<file path="config.mk">
export PLATFORM = sky130hd
export DESIGN_NAME = dlts_ctrl
export DESIGN_NICKNAME = d
export VERILOG_FILES = /design/src/rtl/dlts_pkg.sv /design/src/rtl/dlts_ctrl.sv
export SDC_FILE = /design/constraint.sdc
export NUM_CORES = 1
export LEC_CHECK = 0
export BUFFER_PORTS_ARGS = -buffer_cell sky130_fd_sc_hd__buf_2
export CORE_MARGIN = 1
export CORE_UTILIZATION = 30
export DETAILED_ROUTE_END_ITERATION = 8
export SETUP_SLACK_MARGIN = 0.3
export SLEW_MARGIN = 40
export SYNTH_ARGS = -nofsm -noshare
export SYNTH_HDL_FRONTEND = slang
export SYNTH_SLANG_ARGS = --single-unit
</file>
<file path="constraint.sdc">
create_clock -name clk -period 5.07 [get_ports clk]
set_input_delay 0.507 -clock clk [delete_from_list [all_inputs] [get_ports clk]]
set_output_delay 0.507 -clock clk [all_outputs]
set_load 0.02 [all_outputs]
</file>
<file path="src/rtl/dlts_pkg.sv">
// ----------------------------------------------------------------------------
// Delta list task scheduler package
// Shared types, codes and sizes for the controller and the datapath.
// ----------------------------------------------------------------------------
package dlts_pkg;

	localparam int QueueDepth    = 64;
	localparam logic [7:0] TickReset = 8'd10;

	// Input command codes.
	typedef enum logic [1:0] {
		CMD_ADD      = 2'd0,
		CMD_TICK     = 2'd1,
		CMD_DISPATCH = 2'd2,
		CMD_DELETE   = 2'd3
	} cmd_t;

	// Result status codes.
	typedef enum logic [1:0] {
		ST_OK       = 2'd0,
		ST_FULL     = 2'd1,
		ST_BAD_SLOT = 2'd2,
		ST_NONE     = 2'd3
	} stat_t;

	// One queue entry as it sits in the entry memory.
	typedef struct packed {
		logic [7:0]  handle;
		logic [31:0] delta;
		logic [31:0] period;
		logic [7:0]  run_count;
	} entry_t;

	// Datapath operations, one per cycle.
	typedef enum logic [4:0] {
		OP_NOP,
		OP_LATCH,
		OP_DIV_INIT,
		OP_DIV_STEP,
		OP_WALK_INIT,
		OP_READ_CUR,
		OP_READ_HEAD,
		OP_READ_PREV,
		OP_READ_NEXT,
		OP_WALK_EVAL,
		OP_SHIFT_INIT,
		OP_SHIFT_WR,
		OP_WR_NEW,
		OP_TICK_WR,
		OP_DISP,
		OP_DEL_INIT,
		OP_SAVE_DELTA,
		OP_MOVE_DN,
		OP_DEC_CNT
	} dp_op_t;

	typedef struct packed {
		dp_op_t op;
		logic   st_set;
		stat_t  st_val;
	} dp_cmd_t;

	typedef struct packed {
		logic full;
		logic cnt_zero;
		logic div_last;
		logic walk_end;
		logic rd_gt;
		logic at_pos;
		logic head_idle;
		logic slot_bad;
		logic rem_last;
		logic requeue;
	} dp_stat_t;

endpackage

</file>
<file path="src/rtl/dlts_ctrl.sv">
// ----------------------------------------------------------------------------
// Delta list task scheduler controller
// Sequences one command word at a time through the datapath.
// ----------------------------------------------------------------------------
module dlts_ctrl (
	input  logic               clk,
	input  logic               arst_n,
	input  logic               in_valid,
	output logic               in_stall,
	input  logic [1:0]         command,
	output logic               out_valid,
	input  logic               out_stall,
	output dlts_pkg::dp_cmd_t  cmd,
	input  dlts_pkg::dp_stat_t stat
);

	typedef enum logic [17:0] {
		S_IDLE       = 18'h00001,
		S_ADD_CHK    = 18'h00002,
		S_DIV        = 18'h00004,
		S_WALK_INIT  = 18'h00008,
		S_WALK_CHK   = 18'h00010,
		S_WALK_EVAL  = 18'h00020,
		S_SHIFT_INIT = 18'h00040,
		S_SHIFT_CHK  = 18'h00080,
		S_SHIFT_WR   = 18'h00100,
		S_TICK_RD    = 18'h00200,
		S_TICK_WR    = 18'h00400,
		S_DISP_RD    = 18'h00800,
		S_DISP_CHK   = 18'h01000,
		S_DEL_CHK    = 18'h02000,
		S_REM_RD     = 18'h04000,
		S_REM_SAVE   = 18'h08000,
		S_REM_CHK    = 18'h10000,
		S_REM_WR     = 18'h20000
	} state_t;

	// The result-holding state is kept as its own flag so that the one-hot
	// vector above stays within the working states.
	state_t state_q, state_d;
	logic   done_q, done_d;

	assign in_stall  = !(state_q == S_IDLE && !done_q);
	assign out_valid = done_q;

	always_comb begin
		state_d    = state_q;
		done_d     = done_q;
		cmd.op     = dlts_pkg::OP_NOP;
		cmd.st_set = 1'b0;
		cmd.st_val = dlts_pkg::ST_OK;
		case (state_q)
			S_IDLE: begin
				if (done_q) begin
					if (!out_stall) begin
						done_d = 1'b0;
					end
				end else if (in_valid) begin
					cmd.op = dlts_pkg::OP_LATCH;
					case (dlts_pkg::cmd_t'(command))
						dlts_pkg::CMD_ADD:      state_d = S_ADD_CHK;
						dlts_pkg::CMD_TICK:     state_d = S_TICK_RD;
						dlts_pkg::CMD_DISPATCH: state_d = S_DISP_RD;
						default:                state_d = S_DEL_CHK;
					endcase
				end
			end
			S_ADD_CHK: begin
				if (stat.full) begin
					cmd.st_set = 1'b1;
					cmd.st_val = dlts_pkg::ST_FULL;
					state_d    = S_IDLE;
					done_d     = 1'b1;
				end else begin
					cmd.op  = dlts_pkg::OP_DIV_INIT;
					state_d = S_DIV;
				end
			end
			S_DIV: begin
				cmd.op = dlts_pkg::OP_DIV_STEP;
				if (stat.div_last) begin
					state_d = S_WALK_INIT;
				end
			end
			S_WALK_INIT: begin
				cmd.op  = dlts_pkg::OP_WALK_INIT;
				state_d = S_WALK_CHK;
			end
			S_WALK_CHK: begin
				if (stat.walk_end) begin
					state_d = S_SHIFT_INIT;
				end else begin
					cmd.op  = dlts_pkg::OP_READ_CUR;
					state_d = S_WALK_EVAL;
				end
			end
			S_WALK_EVAL: begin
				cmd.op  = dlts_pkg::OP_WALK_EVAL;
				state_d = stat.rd_gt ? S_SHIFT_INIT : S_WALK_CHK;
			end
			S_SHIFT_INIT: begin
				cmd.op  = dlts_pkg::OP_SHIFT_INIT;
				state_d = S_SHIFT_CHK;
			end
			S_SHIFT_CHK: begin
				if (stat.at_pos) begin
					cmd.op  = dlts_pkg::OP_WR_NEW;
					state_d = S_IDLE;
					done_d  = 1'b1;
				end else begin
					cmd.op  = dlts_pkg::OP_READ_PREV;
					state_d = S_SHIFT_WR;
				end
			end
			S_SHIFT_WR: begin
				cmd.op  = dlts_pkg::OP_SHIFT_WR;
				state_d = S_SHIFT_CHK;
			end
			S_TICK_RD: begin
				if (stat.cnt_zero) begin
					state_d = S_IDLE;
					done_d  = 1'b1;
				end else begin
					cmd.op  = dlts_pkg::OP_READ_HEAD;
					state_d = S_TICK_WR;
				end
			end
			S_TICK_WR: begin
				cmd.op  = dlts_pkg::OP_TICK_WR;
				state_d = S_IDLE;
				done_d  = 1'b1;
			end
			S_DISP_RD: begin
				if (stat.cnt_zero) begin
					cmd.st_set = 1'b1;
					cmd.st_val = dlts_pkg::ST_NONE;
					state_d    = S_IDLE;
					done_d     = 1'b1;
				end else begin
					cmd.op  = dlts_pkg::OP_READ_HEAD;
					state_d = S_DISP_CHK;
				end
			end
			S_DISP_CHK: begin
				if (stat.head_idle) begin
					cmd.st_set = 1'b1;
					cmd.st_val = dlts_pkg::ST_NONE;
					state_d    = S_IDLE;
					done_d     = 1'b1;
				end else begin
					cmd.op  = dlts_pkg::OP_DISP;
					state_d = S_REM_RD;
				end
			end
			S_DEL_CHK: begin
				if (stat.slot_bad) begin
					cmd.st_set = 1'b1;
					cmd.st_val = dlts_pkg::ST_BAD_SLOT;
					state_d    = S_IDLE;
					done_d     = 1'b1;
				end else begin
					cmd.op  = dlts_pkg::OP_DEL_INIT;
					state_d = S_REM_RD;
				end
			end
			S_REM_RD: begin
				cmd.op  = dlts_pkg::OP_READ_CUR;
				state_d = S_REM_SAVE;
			end
			S_REM_SAVE: begin
				cmd.op  = dlts_pkg::OP_SAVE_DELTA;
				state_d = S_REM_CHK;
			end
			S_REM_CHK: begin
				if (stat.rem_last) begin
					cmd.op = dlts_pkg::OP_DEC_CNT;
					if (stat.requeue) begin
						state_d = S_ADD_CHK;
					end else begin
						state_d = S_IDLE;
						done_d  = 1'b1;
					end
				end else begin
					cmd.op  = dlts_pkg::OP_READ_NEXT;
					state_d = S_REM_WR;
				end
			end
			S_REM_WR: begin
				cmd.op  = dlts_pkg::OP_MOVE_DN;
				state_d = S_REM_CHK;
			end
			default: begin
				state_d = S_IDLE;
			end
		endcase
	end

	always_ff @(posedge clk or negedge arst_n) begin
		if (!arst_n) begin
			state_q <= S_IDLE;
			done_q  <= 1'b0;
		end else begin
			state_q <= state_d;
			done_q  <= done_d;
		end
	end

endmodule
</file>
Word-level counts from Yosys, hierarchy flattened
Cells that the tools add are included.
- equal/unequal tests: 30
- muxes and demuxes: 40
- reductions and logical operators: 10
- operator list (operator ; number):
    18-bit one-hot mux with 15 select lines ; 1
    5-bit one-hot mux with 17 select lines ; 1
    18-bit 2-to-1 mux ; 4
    14-bit one-hot mux with 3 select lines ; 1
    15-bit 2-to-1 mux ; 2
    3-bit 2-to-1 mux ; 7
    18-bit by 1-bit equality test with 1-bit output, second input constant ; 1
    18-bit by 10-bit equality test with 1-bit output, second input constant ; 1
    18-bit by 11-bit equality test with 1-bit output, second input constant ; 1
    18-bit by 12-bit equality test with 1-bit output, second input constant ; 1
    18-bit by 13-bit equality test with 1-bit output, second input constant ; 1
    18-bit by 14-bit equality test with 1-bit output, second input constant ; 1
    18-bit by 15-bit equality test with 1-bit output, second input constant ; 1
    18-bit by 16-bit equality test with 1-bit output, second input constant ; 1
    18-bit by 17-bit equality test with 1-bit output, second input constant ; 1
    18-bit equality test, second input constant ; 1
    18-bit by 2-bit equality test with 1-bit output, second input constant ; 1
    18-bit by 3-bit equality test with 1-bit output, second input constant ; 1
    18-bit by 4-bit equality test with 1-bit output, second input constant ; 1
    18-bit by 5-bit equality test with 1-bit output, second input constant ; 1
    18-bit by 6-bit equality test with 1-bit output, second input constant ; 1
    18-bit by 7-bit equality test with 1-bit output, second input constant ; 1
    18-bit by 8-bit equality test with 1-bit output, second input constant ; 1
    18-bit by 9-bit equality test with 1-bit output, second input constant ; 1
    other kinds (21) ; 46
- bits in registers: 19
- output and inout port bits: 10
- word-level logic and storage cells: 82

Logic depth before layout (Yosys ltp)
Gate-level depths: netlist of the first run.
- word-level depth: 5
- depth in mapped cells: 7

Least setup slack after synthesis of the first run
Ideal clock, no wire load.
- path type: register to output
- start point: reg state_q[13]
- end point: out cmd[5] in the netlist's numbering
- data arrival time: 1.839 ns
- required time: 4.563 ns
- slack: 2.724 ns
- stages on the path, launching flop included: 6
- buffers on the path: 0
- cell sequence: dfrtp_1 or4_1 nor4_2 and4b_1 nor2_1 nand4b_1
- RTL lines (item ; line ; RTL):
    from (decl) ; dlts_ctrl.sv:40 ; state_t state_q, state_d;
    from (signal assigned) ; dlts_ctrl.sv:203 ; state_q <= state_d;
    to (decl) ; dlts_ctrl.sv:13 ; output dlts_pkg::dp_cmd_t cmd,

==> impl_metrics.env, run 1 <==
export IMPL_clock_latency_ns=0.26
export IMPL_io_pins=26
export IMPL_fin_tns_setup_ns=0
export IMPL_p_leak_uw=0.000777
export IMPL_drtPass1Iterations=6
export IMPL_antenna_found_initial=0
export IMPL_ys_types=55
export IMPL_dieWidth_um=70.8
export IMPL_cts_root_buf="clkbuf_8"
export IMPL_finalNetCount=199
export IMPL_gp_congestion=0.890
export IMPL_cts_sinks=19
export IMPL_worst_pin_slew_ns=0.539
export IMPL_cp_depth=6
export IMPL_path_cells="nor4_4 -> nand4_1 -> o32ai_1 -> nor2_1 -> nand4_1 -> buf_2"
export IMPL_routed_wl_um=4120
export IMPL_synth_edf_count=0
export IMPL_clkTransAtPathRegs_ns=0.08
export IMPL_vias=1397
export IMPL_fp_row_count=24
export IMPL_status="completed"
export IMPL_slowest_stage="o32ai_1"
export IMPL_path_class="flip-flop to primary output"
export IMPL_startpoint="state_q[13]$_DFFE_PN0P_"
export IMPL_core_area_sq_um=4440
export IMPL_syn_inst=156
export IMPL_yosys_register_bits=19
export IMPL_portBuffers=25
export IMPL_critPathMaxStageDelay_ns=0.55
export IMPL_grt_overflow=0
export IMPL_start_kind="flip-flop"
export IMPL_finalSetupViolCount=0
export IMPL_p_clk_frac=0.192
export IMPL_drtIter0Drc=82
export IMPL_cts_buffers=3
export IMPL_grt_pass1_vias=1404
export IMPL_power_frac_comb=0.481
export IMPL_via_per_inst=5.97
export IMPL_finalHoldViolations=0
export IMPL_start_util=0.320
export IMPL_syn_area_per_cell_sq_um=9.10
export IMPL_crit_path_frequent_cell="nand4_1"
export IMPL_preCtsSetupSlack_ns=2.43
export IMPL_hp_class="input pin to asynchronous set/reset pin"
export IMPL_n_antenna_cell=0
export IMPL_netlist_area_sq_um=1420
export IMPL_ys_seq_area_frac=0.336
export IMPL_post_cts_buffers=0
export IMPL_async_flop_share=1.00
export IMPL_fmax_mhz=339
export IMPL_skew_ns=0.00296
export IMPL_swShare=0.425
export IMPL_grt_max_degree=20
export IMPL_wl_per_cell_um=17.6
export IMPL_power_switching_uw=245
export IMPL_drc=0
export IMPL_die_area_sq_um=5010
export IMPL_finalCritPeriodShare=0.581
export IMPL_p_seq_frac=0.327
export IMPL_final_cell_mix="25 x buf_2, 21 x nor2_1, 18 x dfrtp_1"
export IMPL_critPathCaptureType="primary output"
export IMPL_vdd_drop_max_uv=205
export IMPL_cts_tree="yes"
export IMPL_drive_above_1_share=0.242
export IMPL_dpl_cell_count=230
export IMPL_yosys_warnings=0
export IMPL_cts_resized_gates=0
export IMPL_antenna_left=0
export IMPL_slew_headroom=0.640
export IMPL_final_max_slew_viol_count=0
export IMPL_syn_nets=172
export IMPL_cpLargestDelayFamily="simple AND/OR/NAND/NOR gates"
export IMPL_htreeDepth=1
export IMPL_timing_critical_path_buf_inv=1
export IMPL_internal_power_uw=332
export IMPL_fin_ws_ns=2.12
export IMPL_track_usage=0.177
export IMPL_power_density_nw_per_um2=353
export IMPL_final_instance_count_excl_fill=234
export IMPL_detailed_place_hpwl_um=3280
export IMPL_die_y_um=70.8
export IMPL_drv_cap=0
export IMPL_ctsHoldBuffers=0
export IMPL_rsz0062_at_grt="no"
export IMPL_crit_arrival_ns=2.44
export IMPL_areaGrowthSynthToFinish_pct=15.2
export IMPL_min_period_ns=2.95
export IMPL_r2r_start="state_q[13]$_DFFE_PN0P_"
export IMPL_crit_path_max_fanout=7
export IMPL_worstPathRequired_ns=4.56
export IMPL_grt_pass1_wl_um=6970
export IMPL_layout_commonest_cell="buf_2"
export IMPL_synth_ff_type="dfrtp_1"
export IMPL_cts_buffer_depth=2
export IMPL_rr_worst_depth=5
## cells in the mapped netlist (all sizes together), types with 4 or more instances
| cell type | instances | area [sq um] |
|---|---|---|
| nor2 | 21 | 78.8 |
| nand4 | 9 | 62.6 |
| nor4 | 11 | 135 |
| dfrtp | 18 | 450 |
| inv | 8 | 30.0 |
| or4 | 5 | 41.3 |
| nor3 | 11 | 65.1 |
| nand3b | 4 | 30.0 |
| or2 | 4 | 25.0 |
| nand2 | 5 | 18.8 |
## kinds of logic after synthesis
family	count (synthesis)	synth area share
AOI/OAI and AO/OA	23	0.128
and+or+nand+nor	101	0.490
xor gates and xnor gates	2	0.0123
buffers and inverters	11	0.0344
DFF	19	0.336
## registers in the layout (all words and copies together) (netlist names)
name / count
out_valid: 1
state_q: 18
## power groups by stage
| stage | combinational [uW] | clock, uW | sequential (uW) |
|---|---|---|---|
| 6_report | 278 | 111 | 189 |
| 5_1_grt | 307 | 121 | 190 |
| 4_1_cts | 276 | 112 | 188 |
| 3_5_place_dp | 275 | 0 | 191 |
| 3_3_place_gp | 274 | 0 | 190 |
| 2_1_floorplan | 204 | 0 | 190 |
## path summary, 6_finish.rpt
check | slack, ns | to
max reg2reg | 2.81 | state_q[0]$_DFFE_PN1P_
max in group asynchronous | 4.51 | state_q[0]$_DFFE_PN1P_
min reg2reg | 0.59 | out_valid$_DFFE_PN0P_
min | 0.20 | state_q[13]$_DFFE_PN0P_
max | 2.12 | cmd[4]
min in group clk | 0.44 | state_q[11]$_DFFE_PN0P_
## area by class of cell
type,instances,area (sq um)
flip-flops and latches,19,477
repair buffers,25,125
inverters,8,30.0
multi-input cells,126,895
well taps,52,65.1
clock buffers,4,45.0
fillers,480,2810
## stage by stage
stage / hold slack (ns) / power, uW / util / area (sq um)
2_1_floorplan: 0.211 / 394 / - / 1420
3_3_place_gp: 0.498 / 464 / 0.358 / 1590
3_5_place_dp: 0.503 / 466 / 0.358 / 1590
4_1_cts: 0.218 / 576 / 0.368 / 1640
5_1_grt: 0.231 / 618 / 0.368 / 1640
6_report: 0.202 / 577 / 0.368 / 1640
## worst register-to-register path, delay by kind of cell (launching register included)
kind               cells  cell delay [ns]
DFF                    1             0.46
AOI/OAI and AO/OA      2             0.74
and+or+nand+nor        3             0.98
## metal layers
metal,wire length [um],global-route usage,up-vias
li1,-,-,663
met1,1860,0.241,676
met2,1940,0.293,52
met3,273,0.0356,6
met4,46,0.0333,0
met5,0,0,-
Note: power is estimated with default switching activity, not from simulation.
==> run 2, diff against run 1 <==
==> constraint.sdc (replaced) <==
create_clock -name clk -period 2.42 [get_ports clk]
set_input_delay 0.242 -clock clk [delete_from_list [all_inputs] [get_ports clk]]
set_output_delay 0.242 -clock clk [all_outputs]
set_load 0.02 [all_outputs]
==> impl_metrics.env, run 2 (synthesis gave the netlist of run 1 again) <==
export IMPL_status="finished with violations"
export IMPL_failed_checks="setup timing"
export IMPL_track_usage=0.208
export IMPL_fmax_mhz=405
export IMPL_start_kind="flip-flop"
export IMPL_portBuffers=25
export IMPL_finalCritPeriodShare=1.02
export IMPL_p_leak_uw=0.00106
export IMPL_slowest_stage="or4_4"
export IMPL_hold_start="command[1]"
export IMPL_dieWidth_um=70.8
export IMPL_final_instance_count_excl_fill=281
export IMPL_drtPass1Iterations=6
export IMPL_grt_pass1_vias=1617
export IMPL_path_cells="or4_4 -> nor4_4 -> and4b_2 -> nor2_2 -> nand4b_1 -> buf_4"
export IMPL_finalSetupViolCount=4
export IMPL_core_area_sq_um=4440
export IMPL_clkTransAtPathRegs_ns=0.07
export IMPL_htreeDepth=1
export IMPL_final_max_slew_viol_count=0
export IMPL_n_antenna_cell=0
export IMPL_drc=0
export IMPL_largest_reg_flops=18
export IMPL_rr_worst_depth=8
export IMPL_regMostFlops="state_q"
export IMPL_finalNetCount=246
export IMPL_grt_pass1_wl_um=8050
export IMPL_antenna_left=0
export IMPL_grt_overflow=0
export IMPL_critPathMaxStageDelay_ns=0.63
export IMPL_whs_path_depth=2
export IMPL_fin_ws_ns=-0.0500
export IMPL_slew_headroom=0.691
export IMPL_final_cell_mix="44 x buf_4, 16 x buf_2, 15 x nor2_1"
export IMPL_fp_row_count=24
export IMPL_hp_class="input pin to flip-flop"
export IMPL_path_class="flip-flop to primary output"
export IMPL_cts_buffers=3
export IMPL_ff2ff_setup_slack_ns=0.17
export IMPL_vdd_drop_max_uv=534
export IMPL_power_density_nw_per_um2=711
export IMPL_gp_congestion=0.980
export IMPL_antenna_found_initial=0
export IMPL_vias=1691
export IMPL_start_util=0.320
export IMPL_layout_commonest_cell="buf_4"
export IMPL_cts_root_buf="clkbuf_8"
export IMPL_worstHoldEndpoint="state_q[9]$_DFFE_PN0P_"
export IMPL_worstPathRequired_ns=2.18
export IMPL_via_per_inst=6.02
export IMPL_clock_latency_ns=0.26
export IMPL_critPathCaptureType="primary output"
export IMPL_crit_arrival_ns=2.23
export IMPL_die_y_um=70.8
export IMPL_routed_wl_um=5510
export IMPL_wl_per_cell_um=19.6
export IMPL_drtIter0Drc=95
export IMPL_worst_r2r_endpoint="out_valid$_DFFE_PN0P_"
export IMPL_skew_ns=0.00509
export IMPL_cts_tree="yes"
export IMPL_drive_above_1_share=0.585
export IMPL_crit_path_max_fanout=6
export IMPL_drv_cap=0
export IMPL_r2r_start="state_q[1]$_DFFE_PN0P_"
export IMPL_cts_sinks=19
export IMPL_worst_pin_slew_ns=0.464
export IMPL_dpl_cell_count=239
export IMPL_cts_buffer_depth=2
export IMPL_detailed_place_hpwl_um=3260
export IMPL_finalHoldViolations=0
export IMPL_rsz0062_at_grt="yes"
export IMPL_die_area_sq_um=5010
export IMPL_grt_max_degree=20
export IMPL_io_pins=26
export IMPL_min_period_ns=2.47
export IMPL_whs_ns=0.174
export IMPL_areaGrowthSynthToFinish_pct=61.4
-- run 2: changes by cell type in the layout (fill, tap and decap cells not counted), moves of 5 or more --
cell	delta
buf_6	+11
nor2_1	-6
buf_2	-9
buf_4	+44
dfrtp_2	+13
nor2_4	+5
dfrtp_1	-13
-- run 2: power breakdown --
part / internal [uW] / switching (uW)
logic: 483 / 517
registers: 353 / 42.2
clock network: 118 / 118
total: 953 / 677
-- run 2: how the worst max path moves through the flow --
stage,startpoint,to,slack [ns],cells after the start
detailed placement,state_q[6]$_DFFE_PN0P_,cmd[3],0.13,6
finish,state_q[8]$_DFFE_PN0P_,cmd[5],-0.05,6
CTS,state_q[13]$_DFFE_PN0P_,cmd[5],-0.002,6
global placement,state_q[6]$_DFFE_PN0P_,cmd[5],0.04,6
floorplan,state_q[13]$_DFFE_PN0P_,cmd[5],0.34,5
global route,state_q[17]$_DFFE_PN0P_,cmd[7],-0.11,5
-- run 2: layout make-up --
cell class / count / area, sq um
clock buffers: 4 / 45.0
inverters: 8 / 30.0
fillers: 392 / 2150
repair buffers: 72 / 544
well taps: 52 / 65.1
multi-input cells: 126 / 1110
flip-flops and latches: 19 / 493
-- run 2: per-layer routing --
layer  share of wire  track usage  vias to the layer above
met2            0.50        0.348                       98
met1            0.39        0.262                      811
met3           0.070       0.0413                       25
met5               0            0                        -
li1                -            -                      757
met4           0.041       0.0867                        0
-- run 2: timing repair --
action / CTS / global route
gates cloned: 0 / 0
setup buffers: 27 / 10
hold endpoints to repair: 18 / 0
setup endpoints to repair: 11 / 12
gates resized for setup: 61 / 19
hold buffers: 1 / 0
pin swaps: 20 / 7
-- run 2: worst max-delay path: cells and delay by family (launching register included) --
kind | cells | cell delay (ns)
AND/OR/NAND/NOR | 5 | 1.32
buffers and inverters | 1 | 0.15
flip-flops | 1 | 0.51
-- run 2: metrics by stage --
step                setup slack, ns   TNS, ns   util  total power (uW)  cell area (sq um)
floorplan                     0.339         0      -               826               1420
global placement             0.0370         0  0.373               996               1660
detailed placement            0.131         0  0.373               992               1660
CTS                        -0.00165  -0.00165  0.480              1450               2130
global route                 -0.113    -0.540  0.516              1700               2290
finish                      -0.0500    -0.102  0.516              1630               2290
==> run 3, diff against run 2 <==
--- a/config.mk
+++ b/config.mk
@@ -5,6 +5,7 @@
 export SDC_FILE = /design/constraint.sdc
 export NUM_CORES = 1
 export LEC_CHECK = 0
+export ABC_AREA = 1
 export BUFFER_PORTS_ARGS = -buffer_cell sky130_fd_sc_hd__buf_2
 export CORE_MARGIN = 1
 export CORE_UTILIZATION = 30
==> impl_metrics.env, run 3 <==
export IMPL_finalNetCount=295
export IMPL_yosys_register_bits=19
export IMPL_worstHoldEndpoint="state_q[11]$_DFFE_PN0P_"
export IMPL_netlist_area_leader_share=0.307
export IMPL_startpoint="state_q[0]$_DFFE_PN1P_"
export IMPL_hp_class="input pin to flip-flop"
export IMPL_ys_types=25
export IMPL_grt_overflow=0
export IMPL_yosys_warnings=0
export IMPL_synth_ff_type="dfrtp_1"
export IMPL_fin_util=0.456
export IMPL_drc=0
export IMPL_clock_latency_ns=0.27
export IMPL_min_period_ns=2.15
export IMPL_via_per_inst=4.78
export IMPL_cts_tree="yes"
export IMPL_final_cell_mix="39 x nor2_1, 37 x inv_1, 35 x nand2_1"
export IMPL_htreeDepth=1
export IMPL_grt_max_degree=20
export IMPL_synth_area_leader_cell="dfrtp_1"
export IMPL_fmax_mhz=465
export IMPL_syn_area_per_cell_sq_um=6.49
export IMPL_cts_root_buf="clkbuf_8"
export IMPL_rsz0062_at_grt="yes"
export IMPL_antenna_left=0
export IMPL_vias=1650
export IMPL_core_area_sq_um=4720
export IMPL_hold_start="command[0]"
export IMPL_p_leak_uw=0.00119
export IMPL_crit_path_max_fanout=6
export IMPL_portBuffers=25
export IMPL_areaGrowthSynthToFinish_pct=46.8
export IMPL_drtPass1Iterations=4
export IMPL_worst_r2r_endpoint="state_q[0]$_DFFE_PN1P_"
export IMPL_die_area_sq_um=5170
export IMPL_layout_commonest_cell="nor2_1"
export IMPL_grt_pass1_vias=1447
export IMPL_grt_pass1_wl_um=6870
export IMPL_synthTopCellsByCount="48 x nor2_1, 38 x nand2_1, 37 x inv_1, 31 x nand3_1, 18 x dfrtp_1"
export IMPL_worstPathRequired_ns=2.18
export IMPL_die_y_um=71.9
export IMPL_synth_edf_count=0
export IMPL_cts_sinks=19
export IMPL_final_max_slew_viol_count=0
export IMPL_finalHoldViolations=0
export IMPL_r2r_start="state_q[7]$_DFFE_PN0P_"
export IMPL_syn_inst=226
export IMPL_synth_most_common_cell="nor2_1"
export IMPL_antenna_found_initial=0
export IMPL_io_pins=26
export IMPL_ys_seq_area_frac=0.325
export IMPL_regArea_sq_um=477
export IMPL_track_usage=0.175
export IMPL_drv_cap=0
export IMPL_finalSetupViolCount=0
export IMPL_crit_arrival_ns=1.91
export IMPL_vdd_drop_max_uv=452
export IMPL_routed_wl_um=4550
export IMPL_async_flop_share=1.00
export IMPL_rr_worst_depth=12
export IMPL_power_density_nw_per_um2=720
export IMPL_regMostFlops="state_q"
export IMPL_multiInputGateArea_sq_um=1040
export IMPL_gp_congestion=0.878
export IMPL_cts_buffer_depth=2
export IMPL_fin_tns_setup_ns=0
export IMPL_status="completed"
export IMPL_ff2ff_setup_slack_ns=0.54
export IMPL_slew_headroom=0.672
export IMPL_drtIter0Drc=80
export IMPL_n_antenna_cell=0
export IMPL_whs_path_depth=2
export IMPL_syn_nets=242
export IMPL_detailed_place_hpwl_um=3250
export IMPL_netlist_area_sq_um=1470
export IMPL_cts_buffers=3
export IMPL_fill_cells=472
export IMPL_start_kind="flip-flop"
export IMPL_wl_per_cell_um=13.2
export IMPL_critPathCaptureType="primary output"
export IMPL_clkTransAtPathRegs_ns=0.08
export IMPL_finalCritPeriodShare=0.889
export IMPL_dieWidth_um=71.9
export IMPL_synth_area_leaders="dfrtp_1 31%, nor2_1 12%, nand3_1 11%"
export IMPL_path_class="flip-flop to primary output"
export IMPL_worst_pin_slew_ns=0.493
export IMPL_drive_above_1_share=0.367
export IMPL_fp_row_count=25
export IMPL_skew_ns=0.00387
export IMPL_start_util=0.310
export IMPL_largest_reg_flops=18
==> run 3: cell types whose count changed in the layout (fill, tap and decap cells not counted), moves of 5 or more <==
cell / change
nor2_4: +9
nor4_4: -5
nor2_1: +24
buf_4: -23
buf_6: -5
dfrtp_1: +13
dfrtp_2: -13
nand2_1: +32
inv_1: +29
nand3_4: +5
nor2_2: +5
nand3_1: +25
==> run 3: area by class of cell <==
| type | count | area share |
|---|---|---|
| timing repair buffer | 49 | 0.165 |
| inverter | 39 | 0.0680 |
| tap | 67 | 0.0390 |
| clock inverter | 1 | 0.00233 |
| sequential | 19 | 0.222 |
| clock buffer | 3 | 0.0192 |
| multi-input combinational | 167 | 0.485 |
==> run 3: kinds of logic after synthesis <==
kind of cell,Yosys count,share of synthesized area
DFF,19,0.325
buffers and inverters,41,0.111
and+or+nand+nor,159,0.537
AOI/OAI and AO/OA,7,0.0273
==> run 3: where the power goes <==
group	total [uW]	internal, uW	switching (uW)
sequential	385	356	28.9
combinational	922	365	557
clock	243	115	128
==> run 3: metal layers <==
layer  vias to the layer above  global-route usage  wire (um)
met4                         0              0.0654         74
met2                        35               0.292       2240
met5                         -                   0          0
met3                         6              0.0194        149
li1                        832                   -          -
met1                       777               0.235       2080
==> run 3: stage by stage <==
step | hold WS [ns] | power [uW] | cell area [sq um] | cells | setup WS (ns)
after floorplan | -0.0536 | 876 | 1470 | 226 | 0.550
after global placement | 0.231 | 1030 | 1670 | 318 | 0.365
after detailed placement | 0.232 | 1030 | 1670 | 318 | 0.297
after CTS | 0.140 | 1400 | 1900 | 336 | 0.294
after global routing | 0.152 | 1650 | 2150 | 345 | 0.181
final | 0.144 | 1550 | 2150 | 345 | 0.268
==> run 3: how the worst max path moves through the flow <==
stage / slack (ns) / to / cells past startpoint
6_report: 0.27 / cmd[5] / 9
5_1_grt: 0.18 / cmd[5] / 9
4_1_cts: 0.29 / cmd[5] / 9
3_5_place_dp: 0.30 / cmd[3] / 8
3_3_place_gp: 0.36 / cmd[3] / 8
2_1_floorplan: 0.55 / cmd[3] / 7
==> run 3: repair_timing <==
item,4_1_cts,5_1_grt
pin swaps,8,18
setup endpoints to repair,7,8
gates resized for setup,18,38
hold buffers,1,0
gates cloned,1,0
endpoints found under the hold margin,18,0
buffers inserted,12,9
==> run 3: worst max-delay path: stages, from the launching register on <==
cell     delay (ns)
dfstp_2        0.55
nor2_2         0.06
nand2_4        0.14
nor2_4         0.05
buf_12         0.14
nand4_1        0.14
nand2_2        0.11
nor2_4         0.17
nand4_1        0.11
buf_4          0.17
